`src/rtl/elx_pkg.sv`:
```
// Shared types, codes and character constants for the expression character lexer.
`default_nettype none

package elx_pkg;

    // Character constants used by the classifier.
    localparam logic [7:0] CharDot    = 8'h2E;
    localparam logic [7:0] CharSpace  = 8'h20;
    localparam logic [7:0] CharOpen   = 8'h28;
    localparam logic [7:0] CharClose  = 8'h29;
    localparam logic [7:0] CharUnder  = 8'h5F;
    localparam logic [7:0] CharPlus   = 8'h2B;
    localparam logic [7:0] CharMinus  = 8'h2D;

    // Result action codes.
    localparam logic [2:0] ActSpace   = 3'd0;
    localparam logic [2:0] ActBegin   = 3'd1;
    localparam logic [2:0] ActAppend  = 3'd2;
    localparam logic [2:0] ActError   = 3'd3;
    localparam logic [2:0] ActIgnored = 3'd4;

    // Token class codes.
    localparam logic [1:0] ClassNum   = 2'd0;
    localparam logic [1:0] ClassOp    = 2'd1;
    localparam logic [1:0] ClassId    = 2'd2;
    localparam logic [1:0] ClassParen = 2'd3;

    // Pending token mode, one-hot.
    typedef enum logic [3:0] {
        MODE_EMPTY = 4'b0001,
        MODE_NUM   = 4'b0010,
        MODE_OP    = 4'b0100,
        MODE_ID    = 4'b1000
    } lex_mode_t;

    // One input item.
    typedef struct packed {
        logic [7:0] ch;
        logic       last;
    } item_t;

    // One result item.
    typedef struct packed {
        logic [2:0] action;
        logic [1:0] token_class;
        logic       closes_before;
        logic       retyped;
        logic       ends_at_last;
    } result_t;

    // Character class flags from the classifier.
    typedef struct packed {
        logic num;
        logic op;
        logic id;
        logic dot;
        logic space;
        logic open;
        logic close;
        logic sign;
    } char_class_t;

    // Token class of a non-empty pending mode.
    function automatic logic [1:0] mode_class(input lex_mode_t mode);
        logic [1:0] cls;
        case (mode)
            MODE_NUM: cls = ClassNum;
            MODE_OP:  cls = ClassOp;
            MODE_ID:  cls = ClassId;
            default:  cls = ClassNum;
        endcase
        return cls;
    endfunction

endpackage

`default_nettype wire

```
`src/rtl/elx_char_class.sv`:
```
// Character classifier: sorts one byte into the lexer's character sets.
`default_nettype none

module elx_char_class (
    input  wire logic [7:0]          ch,
    output elx_pkg::char_class_t     cls
);
    import elx_pkg::*;

    // Digits and dot form numbers; letters and underscore form identifiers.
    always_comb
    begin
        cls.num   = (ch inside {[8'h30:8'h39]}) || (ch == CharDot);
        cls.op    = ch inside {8'h25, 8'h2B, 8'h2D, 8'h2A, 8'h2F, 8'h5E, 8'h3C,
                               8'h3E, 8'h3D, 8'h26, 8'h7C, 8'h3A, 8'h2C};
        cls.id    = (ch inside {[8'h61:8'h7A], [8'h41:8'h5A]}) || (ch == CharUnder);
        cls.dot   = (ch == CharDot);
        cls.space = (ch == CharSpace);
        cls.open  = (ch == CharOpen);
        cls.close = (ch == CharClose);
        cls.sign  = (ch == CharPlus) || (ch == CharMinus);
    end

endmodule

`default_nettype wire

```
`src/rtl/elx_lexer_fsm.sv`:
```
// Lexer state machine: holds the pending token state and forms one result per step.
`default_nettype none

module elx_lexer_fsm (
    input  wire logic                 clk,
    input  wire logic                 rst_n,
    input  wire logic                 step,
    input  wire elx_pkg::char_class_t cls,
    input  wire logic                 last,
    output elx_pkg::result_t          res
);
    import elx_pkg::*;

    lex_mode_t mode_reg, mode_next;
    logic      sign_only_reg, sign_only_next;
    logic      aos_reg, aos_next;
    logic      failed_reg, failed_next;
    logic      paren;
    logic      known;

    // Next state and result for the character in the input register.
    always_comb
    begin
        mode_next      = mode_reg;
        sign_only_next = sign_only_reg;
        aos_next       = aos_reg;
        failed_next    = failed_reg;
        res            = '0;
        res.action     = ActError;
        paren          = 1'b0;
        known          = cls.num || cls.op || cls.id;

        if (failed_reg)
        begin
            res.action = ActIgnored;
        end
        else if (cls.open || cls.close)
        begin
            res.closes_before = (mode_reg != MODE_EMPTY);
            res.action        = ActBegin;
            paren             = 1'b1;
            mode_next         = MODE_EMPTY;
            sign_only_next    = 1'b0;
            aos_next          = cls.open;
        end
        else if (cls.space)
        begin
            res.action = ActSpace;
            if (mode_reg != MODE_EMPTY)
            begin
                res.closes_before = 1'b1;
                aos_next          = 1'b0;
            end
            mode_next      = MODE_EMPTY;
            sign_only_next = 1'b0;
        end
        else if (!known)
        begin
            failed_next = 1'b1;
        end
        else
        begin
            case (mode_reg)
                MODE_EMPTY:
                begin
                    res.action     = ActBegin;
                    mode_next      = cls.num ? MODE_NUM : (cls.op ? MODE_OP : MODE_ID);
                    sign_only_next = cls.op && cls.sign;
                end
                MODE_NUM:
                begin
                    if (cls.num)
                    begin
                        res.action = ActAppend;
                    end
                    else
                    begin
                        res.action        = ActBegin;
                        res.closes_before = 1'b1;
                        aos_next          = 1'b0;
                        mode_next         = cls.op ? MODE_OP : MODE_ID;
                        sign_only_next    = cls.op && cls.sign;
                    end
                end
                MODE_OP:
                begin
                    if (cls.op)
                    begin
                        res.action     = ActAppend;
                        sign_only_next = 1'b0;
                    end
                    else if (sign_only_reg && aos_reg)
                    begin
                        // A lone leading sign joins the number or identifier.
                        res.action     = ActAppend;
                        res.retyped    = 1'b1;
                        mode_next      = cls.num ? MODE_NUM : MODE_ID;
                        sign_only_next = 1'b0;
                    end
                    else
                    begin
                        res.action        = ActBegin;
                        res.closes_before = 1'b1;
                        aos_next          = 1'b0;
                        mode_next         = cls.num ? MODE_NUM : MODE_ID;
                        sign_only_next    = 1'b0;
                    end
                end
                MODE_ID:
                begin
                    if (cls.id || (cls.num && !cls.dot))
                    begin
                        res.action = ActAppend;
                    end
                    else if (cls.op)
                    begin
                        res.action        = ActBegin;
                        res.closes_before = 1'b1;
                        aos_next          = 1'b0;
                        mode_next         = MODE_OP;
                        sign_only_next    = cls.sign;
                    end
                    else
                    begin
                        // A dot inside an identifier is an error.
                        failed_next = 1'b1;
                    end
                end
                default:
                begin
                    failed_next = 1'b1;
                end
            endcase
        end

        // Class and end-of-expression completion for begun or extended tokens.
        if ((res.action == ActBegin) || (res.action == ActAppend))
        begin
            res.token_class  = paren ? ClassParen : mode_class(mode_next);
            res.ends_at_last = last && (mode_next != MODE_EMPTY);
        end

        // An error drops the pending token; nothing is pending afterward.
        if (failed_next && !failed_reg)
        begin
            mode_next      = MODE_EMPTY;
            sign_only_next = 1'b0;
        end
    end

    // State registers; the final character returns everything to reset.
    always_ff @(posedge clk or negedge rst_n)
    begin
        if (!rst_n)
        begin
            mode_reg      <= MODE_EMPTY;
            sign_only_reg <= 1'b0;
            aos_reg       <= 1'b1;
            failed_reg    <= 1'b0;
        end
        else if (step)
        begin
            if (last)
            begin
                mode_reg      <= MODE_EMPTY;
                sign_only_reg <= 1'b0;
                aos_reg       <= 1'b1;
                failed_reg    <= 1'b0;
            end
            else
            begin
                mode_reg      <= mode_next;
                sign_only_reg <= sign_only_next;
                aos_reg       <= aos_next;
                failed_reg    <= failed_next;
            end
        end
    end

    // After an error nothing stays pending.
    assert property (@(posedge clk) disable iff (!rst_n)
        failed_reg |-> (mode_reg == MODE_EMPTY) && !sign_only_reg)
        else $error("pending token held after error");

    // A lone sign flag only makes sense for a pending operator.
    assert property (@(posedge clk) disable iff (!rst_n)
        sign_only_reg |-> (mode_reg == MODE_OP))
        else $error("sign flag set without pending operator");

    // The last character of an expression restores the reset state.
    assert property (@(posedge clk) disable iff (!rst_n)
        (step && last) |=> (mode_reg == MODE_EMPTY) && aos_reg && !failed_reg
                           && !sign_only_reg)
        else $error("state not restored after last character");

    // Retyping needs a lone sign at the start or after an open parenthesis.
    assert property (@(posedge clk) disable iff (!rst_n)
        (step && res.retyped) |-> sign_only_reg && aos_reg)
        else $error("retype without leading sign");

endmodule

`default_nettype wire

```
`src/rtl/expression_char_lexer_core.sv`:
```
// Expression character lexer top level: input register, lexer step and result register.
//
// Usage:
// - The item channel (item_valid, item_stall, item) carries one character byte and a
//   last flag per transfer. The result channel (result_valid, result_stall, result)
//   returns exactly one result per character, in order.
// - A character accepted into the input register moves on into the result register, where
//   its result is offered; a stalled result register holds it in the input register.
// - Throughput: one character per cycle while the receiver does not stall. The lexer
//   state is updated in the same cycle that a character moves from the input register
//   into the result register.
// - When the receiver stalls, the result register holds its transfer; the input
//   register still takes one more character, after which item_stall rises. item_stall
//   follows result_stall combinationally in that case.
// - Reset (rst_n low) empties both registers and returns the lexer to its start state:
//   no token pending, start of expression, no error. A character flagged last also
//   returns the lexer to that state after its result is formed.
`default_nettype none

module expression_char_lexer_core (
    input  wire logic             clk,
    input  wire logic             rst_n,
    input  wire logic             item_valid,
    output logic                  item_stall,
    input  wire elx_pkg::item_t   item,
    output logic                  result_valid,
    input  wire logic             result_stall,
    output elx_pkg::result_t      result
);
    import elx_pkg::*;

    logic        in_valid_reg;
    item_t       in_item_reg;
    logic        res_valid_reg;
    result_t     res_reg;
    logic        advance;
    char_class_t ch_cls;
    result_t     step_res;

    // Move the held character on whenever the result register is free or draining.
    assign advance      = in_valid_reg && (!res_valid_reg || !result_stall);
    assign item_stall   = in_valid_reg && !advance;
    assign result_valid = res_valid_reg;
    assign result       = res_reg;

    // Input register control.
    always_ff @(posedge clk or negedge rst_n)
    begin
        if (!rst_n)
        begin
            in_valid_reg <= 1'b0;
        end
        else if (!item_stall)
        begin
            in_valid_reg <= item_valid;
        end
    end

    // Input register payload.
    always_ff @(posedge clk)
    begin
        if (item_valid && !item_stall)
        begin
            in_item_reg <= item;
        end
    end

    // Result register control.
    always_ff @(posedge clk or negedge rst_n)
    begin
        if (!rst_n)
        begin
            res_valid_reg <= 1'b0;
        end
        else if (advance)
        begin
            res_valid_reg <= 1'b1;
        end
        else if (!result_stall)
        begin
            res_valid_reg <= 1'b0;
        end
    end

    // Result register payload.
    always_ff @(posedge clk)
    begin
        if (advance)
        begin
            res_reg <= step_res;
        end
    end

    elx_char_class u_char_class (
        .ch  (in_item_reg.ch),
        .cls (ch_cls)
    );

    elx_lexer_fsm u_lexer_fsm (
        .clk   (clk),
        .rst_n (rst_n),
        .step  (advance),
        .cls   (ch_cls),
        .last  (in_item_reg.last),
        .res   (step_res)
    );

endmodule

`default_nettype wire

```
`config.mk`:
```
export PLATFORM = sky130hd
export DESIGN_NAME = expression_char_lexer_core
export DESIGN_NICKNAME = d
export VERILOG_FILES = /design/src/rtl/elx_pkg.sv /design/src/rtl/elx_char_class.sv /design/src/rtl/elx_lexer_fsm.sv /design/src/rtl/expression_char_lexer_core.sv
export SDC_FILE = /design/constraint.sdc
export NUM_CORES = 1
export LEC_CHECK = 0
export ABC_AREA = 1
export BUFFER_PORTS_ARGS = -buffer_cell sky130_fd_sc_hd__buf_4
export CAP_MARGIN = 10
export CORE_ASPECT_RATIO = 0.75
export CORE_MARGIN = 1.5
export CORE_UTILIZATION = 57
export DETAILED_ROUTE_END_ITERATION = 10
export PLACE_DENSITY = 0.79
export SLEW_MARGIN = 30
export SYNTH_ARGS = -nofsm -noshare
export SYNTH_HDL_FRONTEND = slang
export SYNTH_SLANG_ARGS = --single-unit
```
`constraint.sdc`:
```
create_clock -name clk -period 2.6 [get_ports clk]
set_clock_uncertainty 0.1 [all_clocks]
set_input_delay 0.39 -clock clk [delete_from_list [all_inputs] [get_ports clk]]
set_output_delay 0.39 -clock clk [all_outputs]
set_load 0.05 [all_outputs]
```
==> results.yml <==
outcome:
  status: "completed"
floorplan:
  num_rows: 16
  die_w_um: 66.2
  initial_utilization_pct: 62.8
  core_area_sq_um: 2720
  dieHeight_um: 50.4
  ios: 23
  die_area_sq_um: 3340
clock_network:
  cts-htree-levels: 1
  cts-root-buf: "clkbuf_8"
  cts_buffer_depth: 2
  cts_tree: "yes"
  cts_buffers: 3
  clock-sinks: 26
  clk_latency_ns: 0.27
  post-cts-setup-buffers: 0
  clk_pin_slew_worst_paths_ns: 0.10
sta:
  slew_headroom_pct: 77.2
  final.setup.tns_ns: 0
  rsz0062_at_grt: "no"
  drv_slew: 0
  fmax_mhz: 432
  setup_violations: 0
  finalHoldViolCount: 0
  tightest_slew_ns: 0.342
  fin_crit_ns: 2.32
  fin_hold_ws_ns: 0.187
  period_share_pct: 89.1
critical_path:
  crit_required_ns: 2.54
  worstSetupEndpointType: "register"
  path_class: "reg2reg"
  cp_max_fo: 5
  cp.arrival_ns: 2.26
  cp-start-kind: "register"
finish:
  design_area_sq_um: 2010
  seq_area_sq_um: 738
  layout.nets: 265
  diodes: 0
  multi_input_area_sq_um: 810
  drive_gt1_share_pct: 24.3
  largest_reg_flops: 9
  syn2layout_area_growth_pct: 17.5
  fillers: 208
synth:
  yosys_warnings: 0
  synth_edf_count: 17
  yosys.area.top_type_share_pct: 29.9
  ys_top_cells_by_area: "edfxtp_1 30%, nand2_1 11%, dfrtp_1 10%"
  synth.most_common_cell: "nand2_1"
  synth_area_sq_um: 1710
  yosys_register_bits: 26
  synth_cell_types: 31
  syn_area_per_cell_sq_um: 7.66
  synth_ff_type: "edfxtp_1"
  synthArstFlopShare_pct: 34.6
  synth_top_area_cell: "edfxtp_1"
  synth_cells: 223
  synthTopCellsByCount: "49 x nand2_1, 36 x inv_1, 27 x nor2_1"
  synth_seq_area_share_pct: 43.2
  syn-num-nets: 236
drt:
  drt_iter0_markers: 240
  wl_per_cell_um: 13.7
  ant_nets: 0
  via_count: 1598
  drcViolationCount: 0
  viasPerCell: 5.57
  drtPass1Iterations: 5
  wirelength_um: 3920
placement:
  numPortBuffers: 22
  placed_area_sq_um: 1930
  gp_congestion: 0.955
  dpl.hpwl_um: 3180
power_and_ir_drop:
  p_per_area_nw_per_um2: 680
  leakagePower_nw: 0.962
  ir_drop_uv: 506
grt:
  grt_usage_pct: 25.7
  grt_max_degree: 17
  grt_pass1_vias: 1431
  gr-total-overflow: 0
  grt_pass1_wl_um: 6440
  grt_antenna_before_repair: 0
hold_path:
  hp-class: "in2reg"
flow_run:
  cap_violations: 0
-- cells in the final DEF (no fill, tap or decap), drive strengths merged, types with 2 or more instances in the layout --
cell type  Yosys  routed
nand2         60      60
inv           41      41
nor2          33      33
buf            1      24
nand3         20      20
edfxtp        17      17
o21ai         16      16
a21oi          7       7
dfrtp          7       7
nor3           6       6
nand4          3       3
clkbuf         0       3
o211ai         2       2
dfstp          2       2
-- power breakdown --
part           switching (mW)  internal, mW
registers              0.0475         0.510
logic                   0.328         0.145
clock network           0.130         0.206
-- repair_timing --
item                                   CTS  global route
setup endpoints to repair                0             0
gates resized for setup                  0             0
endpoints found under the hold margin    7             0
hold buffers                             1             0
-- worst max-delay path: stages, from the launching register on --
cell	delay, ns
edfxtp_1	0.48
inv_1	0.18
nand2_1	0.07
nand2_1	0.08
nand2_1	0.09
o21ai_2	0.21
inv_1	0.09
nand2_2	0.12
nand2_1	0.07
nand3_1	0.09
nor2_1	0.05
nor2_2	0.20
nor2_4	0.05
nand2_1	0.06
nor2_1	0.04
nor2_1	0.08
nor2_1	0.04
-- cell type report --
cell class                      count  share of cell area, %
Clock buffer                        3                   2.06
Tap cell                           36                   2.24
Sequential cell                    26                   36.8
Clock inverter                      1                   1.50
Timing Repair Buffer               25                   9.47
Inverter                           41                   7.66
Multi-Input combinational cell    155                   40.3
-- metrics by stage --
step	cells	worst slack (ns)	util, %	power (mW)
3_5_place_dp	282	0.317	70.8	1.03
2_1_floorplan	223	0.419	-	0.904
4_1_cts	287	0.302	73.8	1.37
6_report	287	0.283	73.8	1.37
3_3_place_gp	282	0.364	70.8	1.02
5_1_grt	287	0.115	73.8	1.44
-- cells by family after synthesis --
| family | after synthesis | synth area share [%] |
|---|---|---|
| buffers and inverters | 42 | 9.44 |
| flip-flops | 26 | 43.2 |
| AO/OA/AOI/OAI | 31 | 10.9 |
| AND/OR/NAND/NOR | 124 | 36.5 |
-- layer usage --
layer / GRT usage [%] / wire length [um] / up-vias
met5: 0 / 0 / -
met2: 37.5 / 1630 / 105
met1: 39.7 / 1830 / 700
met3: 5.38 / 393 / 8
met4: 4.76 / 66 / 0
li1: - / - / 785
-- final timing paths --
check                                                start  slack [ns]  cells after the start                                    end
setup / recovery                  in_item_reg[4]$_DFFE_PP_        0.28                     16                result[4]$_SDFFCE_PN0P_
hold / removal                                     item[8]        0.19                      1               in_item_reg[8]$_DFFE_PP_
max in group asynchronous                            rst_n        1.82                      2    u_lexer_fsm.mode_reg[0]$_DFFE_PN1P_
hold reg to reg            u_lexer_fsm.aos_reg$_DFFE_PN1P_        0.39                      2        u_lexer_fsm.aos_reg$_DFFE_PN1P_
min in group asynchronous                            rst_n        0.36                      2  u_lexer_fsm.sign_only_reg$_DFFE_PN0P_
setup reg to reg                  in_item_reg[4]$_DFFE_PP_        0.28                     16                result[4]$_SDFFCE_PN0P_
No activity file was read; power rests on OpenSTA's default activity.
